--- src/rtl/assert_macros.svh ---
// Assertion macros shared by the RTL of the severity event log.
// No dependencies; the bodies are empty when SYNTHESIS is defined.
`ifndef ASSERT_MACROS_SVH
`define ASSERT_MACROS_SVH

`ifndef SYNTHESIS
`define ASSERT_PROP(lbl, clk, rst, prop) \
   lbl: assert property (@(posedge clk) disable iff (rst) (prop)) \
      else $error("assertion failed");
`define ASSERT_NEVER(lbl, clk, rst, expr) \
   lbl: assert property (@(posedge clk) disable iff (rst) !(expr)) \
      else $error("forbidden condition seen");
`else
`define ASSERT_PROP(lbl, clk, rst, prop)
`define ASSERT_NEVER(lbl, clk, rst, expr)
`endif

`endif

--- src/rtl/sevlog_pkg.sv ---
// Types and constants for the severity event log.
// No dependencies.
package sevlog_pkg;

   localparam int OP_W        = 2;
   localparam int SEV_W       = 2;
   localparam int TS_W        = 64;
   localparam int TAG_W       = 16;
   localparam int FILT_W      = 3;
   localparam int CNT_OUT_W   = 6;
   localparam int READOUT_CAP = 32;
   localparam int MATCH_W     = $clog2(READOUT_CAP + 1);

   typedef enum logic [OP_W-1:0] {
      OP_ADD       = 2'd0,
      OP_READOUT   = 2'd1,
      OP_MARK_READ = 2'd2,
      OP_CLEAR     = 2'd3
   } opcode_type;

   localparam logic [SEV_W-1:0] SEV_INFO    = 2'd0;
   localparam logic [SEV_W-1:0] SEV_SUCCESS = 2'd1;
   localparam logic [SEV_W-1:0] SEV_WARNING = 2'd2;
   localparam logic [SEV_W-1:0] SEV_ERROR   = 2'd3;

   typedef struct packed {
      logic [TS_W-1:0]  timestamp;
      logic [SEV_W-1:0] severity;
      logic             modal;
      logic [TAG_W-1:0] tag;
   } rec_type;

endpackage

--- src/rtl/severity_event_log_ring_core.sv ---
// Severity event log core: ring of records held in one synchronous memory.
// Depends on sevlog_pkg and assert_macros.svh.
//
//   channel  | handshake            | carries
//   ---------+----------------------+------------------------------------------
//   req_     | req_valid/req_ready  | opcode, new record fields, read filter
//   rsp_     | rsp_valid/rsp_ready  | one record or status marker, counts
//
// Add: memory read of the slot to be replaced, then write, then status.
// Mark read / clear: counts updated, then status. Readout: each held record
// scanned takes a memory read state and a check state, as the record memory
// read is registered, plus the request, the end check and the flush.
// One request is worked on at a time; a full output register stalls the scan.
// Reset empties the log at once; the record memory itself is not cleared.
`include "assert_macros.svh"

module severity_event_log_ring_core #(
   parameter int LOG_DEPTH = 32
) (
   input  logic                                  clock,
   input  logic                                  reset,
   input  logic                                  req_valid,
   output logic                                  req_ready,
   input  logic [sevlog_pkg::OP_W-1:0]           req_opcode,
   input  logic [sevlog_pkg::TS_W-1:0]           req_new_timestamp,
   input  logic [sevlog_pkg::SEV_W-1:0]          req_new_severity,
   input  logic                                  req_new_modal,
   input  logic [sevlog_pkg::TAG_W-1:0]          req_new_tag,
   input  logic signed [sevlog_pkg::FILT_W-1:0]  req_read_filter,
   output logic                                  rsp_valid,
   input  logic                                  rsp_ready,
   output logic                                  rsp_record_valid,
   output logic [sevlog_pkg::TS_W-1:0]           rsp_out_timestamp,
   output logic [sevlog_pkg::SEV_W-1:0]          rsp_out_severity,
   output logic                                  rsp_out_modal,
   output logic                                  rsp_out_read_flag,
   output logic [sevlog_pkg::TAG_W-1:0]          rsp_out_tag,
   output logic                                  rsp_last_of_run,
   output logic [sevlog_pkg::CNT_OUT_W-1:0]      rsp_stored_count,
   output logic [sevlog_pkg::CNT_OUT_W-1:0]      rsp_unread_count,
   output logic [sevlog_pkg::SEV_W-1:0]          rsp_highest_unread
);
   import sevlog_pkg::*;

   localparam int AW = $clog2(LOG_DEPTH);
   localparam int CW = $clog2(LOG_DEPTH + 1);
   localparam logic [AW-1:0] LAST_SLOT = AW'(LOG_DEPTH - 1);
   localparam logic [CW-1:0] DEPTH_CNT = CW'(LOG_DEPTH);
   localparam logic [MATCH_W-1:0] CAP_CNT = MATCH_W'(READOUT_CAP);

   typedef enum logic [2:0] {
      S_IDLE,
      S_ADD_WR,
      S_STATUS,
      S_SCAN_RD,
      S_SCAN_CHK,
      S_FLUSH
   } state_type;

   state_type            state_ff;
   rec_type              rec_mem [LOG_DEPTH];
   rec_type              rd_data_ff;
   rec_type              new_rec_ff;
   rec_type              pend_rec_ff;
   logic                 pend_read_ff;
   logic                 pend_valid_ff;
   logic                 all_ff;
   logic [SEV_W-1:0]     want_ff;
   logic [AW-1:0]        wp_ff;
   logic [AW-1:0]        slot_ff;
   logic [CW-1:0]        held_ff;
   logic [CW-1:0]        unread_ff;
   logic [CW-1:0]        err_ff;
   logic [CW-1:0]        warn_ff;
   logic [CW-1:0]        k_ff;
   logic [MATCH_W-1:0]   m_ff;

   logic                 rsp_valid_ff;
   rec_type              rsp_rec_ff;
   logic                 rsp_rec_valid_ff;
   logic                 rsp_read_flag_ff;
   logic                 rsp_last_ff;
   logic [CNT_OUT_W-1:0] rsp_stored_ff;
   logic [CNT_OUT_W-1:0] rsp_unread_ff;
   logic [SEV_W-1:0]     rsp_highest_ff;

   logic                 out_free;
   logic                 rsp_load;
   logic                 scan_done;
   logic                 mem_rd_en;
   logic [AW-1:0]        mem_rd_addr;
   logic                 mem_wr_en;
   logic                 chk_match;
   logic                 chk_read;
   logic [AW-1:0]        wp_inc;
   logic [AW-1:0]        wp_prev;
   logic [AW-1:0]        slot_prev;
   logic                 drop_unread;
   logic [CW-1:0]        err_in;
   logic [CW-1:0]        warn_in;
   logic [CW-1:0]        unread_in;
   logic [CW-1:0]        held_in;
   logic [CW+5:0]        held_ext;
   logic [CW+5:0]        unread_ext;
   logic [SEV_W-1:0]     highest_now;

   assign req_ready = (state_ff == S_IDLE);
   assign out_free  = !rsp_valid_ff || rsp_ready;
   assign scan_done = (k_ff == held_ff) || (m_ff == CAP_CNT);

   // a response is loaded into the output register this cycle
   assign rsp_load  = ((state_ff == S_STATUS) || (state_ff == S_FLUSH)
                       || (state_ff == S_SCAN_CHK && chk_match && pend_valid_ff)) && out_free;

   assign wp_inc    = (wp_ff == LAST_SLOT) ? '0 : wp_ff + AW'(1);
   assign wp_prev   = (wp_ff == '0) ? LAST_SLOT : wp_ff - AW'(1);
   assign slot_prev = (slot_ff == '0) ? LAST_SLOT : slot_ff - AW'(1);

   assign mem_rd_en = (state_ff == S_IDLE && req_valid && opcode_type'(req_opcode) == OP_ADD)
                   || (state_ff == S_SCAN_RD && !scan_done);
   assign mem_rd_addr = (state_ff == S_IDLE) ? wp_ff : slot_ff;
   assign mem_wr_en   = (state_ff == S_ADD_WR);

   assign chk_match = all_ff || (rd_data_ff.severity == want_ff);
   assign chk_read  = (k_ff >= unread_ff);

   // an add into a log whose every record is unread displaces an unread record
   assign drop_unread = (unread_ff == DEPTH_CNT);
   always_comb begin
      err_in  = err_ff;
      warn_in = warn_ff;
      if (drop_unread) begin
         if (rd_data_ff.severity == SEV_ERROR)   err_in  = err_in - CW'(1);
         if (rd_data_ff.severity == SEV_WARNING) warn_in = warn_in - CW'(1);
      end
      if (new_rec_ff.severity == SEV_ERROR)   err_in  = err_in + CW'(1);
      if (new_rec_ff.severity == SEV_WARNING) warn_in = warn_in + CW'(1);
   end
   assign unread_in = drop_unread ? unread_ff : unread_ff + CW'(1);
   assign held_in   = (held_ff == DEPTH_CNT) ? held_ff : held_ff + CW'(1);

   assign held_ext    = {6'd0, held_ff};
   assign unread_ext  = {6'd0, unread_ff};
   assign highest_now = (err_ff != '0) ? SEV_ERROR :
                        (warn_ff != '0) ? SEV_WARNING : SEV_INFO;

   always_ff @(posedge clock) begin
      if (mem_wr_en) begin
         rec_mem[wp_ff] <= new_rec_ff;
      end
      if (mem_rd_en) begin
         rd_data_ff <= rec_mem[mem_rd_addr];
      end
   end

   always_ff @(posedge clock) begin
      if (reset) begin
         state_ff      <= S_IDLE;
         rsp_valid_ff  <= 1'b0;
         pend_valid_ff <= 1'b0;
         wp_ff         <= '0;
         held_ff       <= '0;
         unread_ff     <= '0;
         err_ff        <= '0;
         warn_ff       <= '0;
      end else begin
         if (rsp_load) begin
            rsp_valid_ff <= 1'b1;
         end else if (rsp_valid_ff && rsp_ready) begin
            rsp_valid_ff <= 1'b0;
         end
         case (state_ff)
            S_IDLE: begin
               if (req_valid) begin
                  new_rec_ff.timestamp <= req_new_timestamp;
                  new_rec_ff.severity  <= req_new_severity;
                  new_rec_ff.modal     <= req_new_modal;
                  new_rec_ff.tag       <= req_new_tag;
                  all_ff  <= req_read_filter[FILT_W-1];
                  want_ff <= req_read_filter[SEV_W-1:0];
                  case (opcode_type'(req_opcode))
                     OP_ADD: begin
                        state_ff <= S_ADD_WR;
                     end
                     OP_READOUT: begin
                        slot_ff       <= wp_prev;
                        k_ff          <= '0;
                        m_ff          <= '0;
                        pend_valid_ff <= 1'b0;
                        state_ff      <= S_SCAN_RD;
                     end
                     OP_MARK_READ: begin
                        unread_ff <= '0;
                        err_ff    <= '0;
                        warn_ff   <= '0;
                        state_ff  <= S_STATUS;
                     end
                     OP_CLEAR: begin
                        wp_ff     <= '0;
                        held_ff   <= '0;
                        unread_ff <= '0;
                        err_ff    <= '0;
                        warn_ff   <= '0;
                        state_ff  <= S_STATUS;
                     end
                     default: state_ff <= S_IDLE;
                  endcase
               end
            end
            S_ADD_WR: begin
               err_ff    <= err_in;
               warn_ff   <= warn_in;
               unread_ff <= unread_in;
               held_ff   <= held_in;
               wp_ff     <= wp_inc;
               state_ff  <= S_STATUS;
            end
            S_STATUS: begin
               if (out_free) begin
                  rsp_rec_valid_ff <= 1'b0;
                  rsp_rec_ff       <= '0;
                  rsp_read_flag_ff <= 1'b0;
                  rsp_last_ff      <= 1'b1;
                  rsp_stored_ff    <= held_ext[CNT_OUT_W-1:0];
                  rsp_unread_ff    <= unread_ext[CNT_OUT_W-1:0];
                  rsp_highest_ff   <= highest_now;
                  state_ff         <= S_IDLE;
               end
            end
            S_SCAN_RD: begin
               state_ff <= scan_done ? S_FLUSH : S_SCAN_CHK;
            end
            S_SCAN_CHK: begin
               if (!chk_match) begin
                  k_ff     <= k_ff + CW'(1);
                  slot_ff  <= slot_prev;
                  state_ff <= S_SCAN_RD;
               end else if (!pend_valid_ff || out_free) begin
                  if (pend_valid_ff) begin
                     rsp_rec_valid_ff <= 1'b1;
                     rsp_rec_ff       <= pend_rec_ff;
                     rsp_read_flag_ff <= pend_read_ff;
                     rsp_last_ff      <= 1'b0;
                     rsp_stored_ff    <= held_ext[CNT_OUT_W-1:0];
                     rsp_unread_ff    <= unread_ext[CNT_OUT_W-1:0];
                     rsp_highest_ff   <= highest_now;
                  end
                  pend_rec_ff   <= rd_data_ff;
                  pend_read_ff  <= chk_read;
                  pend_valid_ff <= 1'b1;
                  m_ff          <= m_ff + MATCH_W'(1);
                  k_ff          <= k_ff + CW'(1);
                  slot_ff       <= slot_prev;
                  state_ff      <= S_SCAN_RD;
               end
            end
            S_FLUSH: begin
               if (out_free) begin
                  rsp_rec_valid_ff <= pend_valid_ff;
                  rsp_rec_ff       <= pend_valid_ff ? pend_rec_ff : '0;
                  rsp_read_flag_ff <= pend_valid_ff & pend_read_ff;
                  rsp_last_ff      <= 1'b1;
                  rsp_stored_ff    <= held_ext[CNT_OUT_W-1:0];
                  rsp_unread_ff    <= unread_ext[CNT_OUT_W-1:0];
                  rsp_highest_ff   <= highest_now;
                  pend_valid_ff    <= 1'b0;
                  state_ff         <= S_IDLE;
               end
            end
            default: state_ff <= S_IDLE;
         endcase
      end
   end

   assign rsp_valid          = rsp_valid_ff;
   assign rsp_record_valid   = rsp_rec_valid_ff;
   assign rsp_out_timestamp  = rsp_rec_ff.timestamp;
   assign rsp_out_severity   = rsp_rec_ff.severity;
   assign rsp_out_modal      = rsp_rec_ff.modal;
   assign rsp_out_read_flag  = rsp_read_flag_ff;
   assign rsp_out_tag        = rsp_rec_ff.tag;
   assign rsp_last_of_run    = rsp_last_ff;
   assign rsp_stored_count   = rsp_stored_ff;
   assign rsp_unread_count   = rsp_unread_ff;
   assign rsp_highest_unread = rsp_highest_ff;

   `ASSERT_PROP(a_unread_le_held, clock, reset, unread_ff <= held_ff)
   `ASSERT_PROP(a_sev_counts_fit, clock, reset,
      ({1'b0, err_ff} + {1'b0, warn_ff}) <= {1'b0, unread_ff})
   `ASSERT_PROP(a_one_request, clock, reset, (req_valid && req_ready) |=> !req_ready)
   `ASSERT_NEVER(a_no_rw_clash, clock, reset, mem_wr_en && mem_rd_en)

endmodule

--- config.mk ---
export PLATFORM = sky130hd
export DESIGN_NAME = severity_event_log_ring_core
export DESIGN_NICKNAME = d
export VERILOG_FILES = /design/src/rtl/sevlog_pkg.sv /design/src/rtl/severity_event_log_ring_core.sv
export VERILOG_INCLUDE_DIRS = /design/src /design/src/rtl
export SDC_FILE = /design/constraint.sdc
export NUM_CORES = 2
export LEC_CHECK = 0
export ABC_AREA = 1
export CELL_PAD_IN_SITES_DETAIL_PLACEMENT = 0
export CELL_PAD_IN_SITES_GLOBAL_PLACEMENT = 2
export CORE_ASPECT_RATIO = 1.4
export CORE_UTILIZATION = 44
export DETAILED_ROUTE_END_ITERATION = 8
export DONT_BUFFER_PORTS = 1
export HOLD_SLACK_MARGIN = 0.15
export PLACE_DENSITY_LB_ADDON = 0.1
export RECOVER_POWER = 25
export SYNTH_ARGS = -nofsm -noshare
export SYNTH_HDL_FRONTEND = slang
export SYNTH_SLANG_ARGS = --single-unit
--- constraint.sdc ---
create_clock -name clock -period 12.6 [get_ports clock]
set_clock_uncertainty 0.05 [all_clocks]
set_input_delay 0.63 -clock clock [delete_from_list [all_inputs] [get_ports clock]]
set_output_delay 0.63 -clock clock [all_outputs]
set_load 0.01 [all_outputs]
==> results.ini <==
[cts]
cts_resized=0
root_buffer=clkbuf_16
clk_latency_ns=0.86
cts_buffers=311
clk_path_buf_depth=4
post_cts_buffers=0
cts_tree=built
clk_pin_slew_worst_paths_ns=0.06
htree_num_levels=5
cts.sinks=3060

[critical_path]
cp_max_fo=54
max_stage_delay_ns=0.75
path_cells=inv_1 > nand3_4 > o21ai_4 > buf_4 > buf_4 > buf_4 > buf_4 > buf_4 > nand3_1 > nand3_1 > nand3_1 > nand3_1 > nand2_1
crit_slowest_cell=buf_4
critPathArrivalTime_ns=6.16
start_kind=flop
path_class=reg -> reg
required_ns=13.16
crit_path_frequent_cell=buf_4
end_kind=flop

[place]
io_buffers=0
placed_cell_area_um2=124500
dp_hpwl_um=168600
gp_congestion=0.7483

[die]
die_w_um=444.8
core-area_um2=272900
io_pins=194
fp-row-count=227
chipHeight_um=621.9
die_area_um2=276600
initial_core_util_pct=44.24

[detailed_routing]
drc=0
via_per_inst=5.619
postRouteAntennaNets=0
drt_iter0_markers=7869
wirelength_um=373200
drt_pre_antenna_iters=5
vias=76460
wl_per_cell_um=27.43

[timing]
drv_slew=0
timing.fmax_ghz=0.1787
tns_ns=0
finalSetupViolCount=0
worst_slew_pin_slew_ns=1.242
hold_slack_ns=0.3357
period_share_pct=44.41
rsz0062_at_grt=no
min_period_ns=5.595
relSlewSlack_pct=17.23
hold_violations=0

[pwr]
total_power_w=0.03061
peakVddDrop_mv=0.1980
p_leak_nw=47.20
power_density_nw_per_um2=226.7

[cells_and_area]
finalInstanceArea_um2=135100
postLayoutCoreUtil_pct=49.48
drive_gt1_share_pct=6.375
fin_nets=9815
area_growth_pct=11.84

[grt]
grt_pass1_wl_um=532400
grt-ovfl-total=0
grt_max_degree=176
grt_pass1_vias=73990
antenna_found_initial=25
grt_usage_pct=26.56

[outcome]
status=complete, no violations

[synth]
syn_nets=9843
synth_area_um2=120800
synth_flop_cell=edfxtp_1
synthTopCellsByCount=3105 x nand2_1, 3026 x edfxtp_1, 2329 x nand3_1
synth_seq_cells=3060
synth.top_cell.area_share_pct=75.24
syn_area_per_cell_um2=12.42
synth_edf_count=3026
yosys-top-cells-area=edfxtp_1 75%, nand3_1 9.7%, nand2_1 9.7%
postSynth.asyncResetShare_pct=0
synth_top_area_cell=edfxtp_1
ys_types=37
synth_most_common_cell=nand2_1
synth_seq_area_share_pct=75.81
yosysWarnings=0
netlist_instances=9727

[flow_run]
drv_cap=0

[worst_hold_path]
hp-class=in -> reg

-- power by group --
| group | switching (W) | internal (W) |
|---|---|---|
| Combinational | 0.00697 | 0.00259 |
| Clock | 0.00386 | 0.00511 |
| Sequential | 0.000343 | 0.0117 |
-- layer usage --
| metal | vias up | share of wire [%] | track usage [%] | routed length (um) |
|---|---|---|---|---|
| met5 | - | 0.018 | 0 | 67 |
| met4 | 10 | 2.3 | 6.226 | 8467 |
| met3 | 528 | 6.1 | 3.316 | 22860 |
| met2 | 2644 | 49 | 44.86 | 182500 |
| met1 | 38900 | 43 | 36.52 | 159400 |
| li1 | 34370 | - | - | - |
-- kinds of logic after synthesis --
| kind of cell | after synthesis | synth area share, % |
|---|---|---|
| DFF | 3060 | 75.81 |
| buffers and inverters | 823 | 2.984 |
| xor gates and xnor gates | 8 | 0.05802 |
| and+or+nand+nor | 5673 | 20.17 |
| adders and majority gates | 24 | 0.2487 |
| AOI/OAI and AO/OA | 139 | 0.7273 |
-- state kept, by name, summed over array words and instances (netlist names), 2 cells and up --
signal              count
err_ff                  6
held_ff                 6
k_ff                    6
m_ff                    6
new_rec_ff             83
pend_rec_ff            83
rd_data_ff             83
rec_mem              2656
rsp_highest_unread      2
rsp_out_severity        2
rsp_out_tag            16
rsp_out_timestamp      64
rsp_stored_count        6
rsp_unread_count        6
slot_ff                 5
state_ff                3
unread_ff               6
want_ff                 2
warn_ff                 6
wp_ff                   5
-- worst paths after layout --
| path | start | endpoint | slack (ns) | cells after the start |
|---|---|---|---|---|
| worst min register to register | rd_data_ff[79] | pend_rec_ff[79] | 0.37 | 0 |
| worst max-delay path | state_ff[1] | rd_data_ff[58] | 7.00 | 13 |
| worst min-delay path | req_new_timestamp[23] | new_rec_ff[42] | 0.34 | 1 |
| worst max register to register | state_ff[1] | rd_data_ff[58] | 7.00 | 13 |
-- cell type report --
| cell class | count | area [um^2] |
|---|---|---|
| fill | 23640 | 137900 |
| sequential | 3060 | 91550 |
| multi-input combinational | 5844 | 25960 |
| clock buffer | 383 | 8274 |
| tap | 3664 | 4584 |
| timing repair buffer | 248 | 2389 |
| clock inverter | 161 | 1369 |
| inverter | 234 | 908.4 |
| antenna | 12 | 30.03 |
-- critical path, delay by kind of cell (launching register included) --
family	cells	cell delay, ns
AOI/OAI and AO/OA	1	0.30
buffers and inverters	6	3.69
and+or+nand+nor	6	0.83
DFF	1	0.33
-- cells in the final DEF, fill, tap and decap left out, drive strengths merged, types with 11 or more instances in the layout --
cell type	count
nand2	3107
edfxtp	3026
nand3	2330
clkbuf	384
inv	240
nor2	184
buf	155
clkinv	127
dlygate4sd3	92
o211ai	55
a21oi	39
dfxtp	34
o21ai	29
ha	24
nor3	23
bufinv	22
diode	12
nand4	11
-- through the flow --
stage | std cells | setup WS (ns)
after floorplan | 9727 | 2.697
after global placement | 12960 | 7.235
after detailed placement | 12960 | 7.195
after CTS | 13590 | 7.192
after global routing | 13600 | 6.775
final | 13610 | 7.005
-- repair_timing --
item                                    4_1_cts  5_1_grt
hold endpoints to repair                    140        0
hold buffers                                 93        0
endpoints found under the setup margin        0        0
No activity file was read; power rests on OpenSTA's default activity.
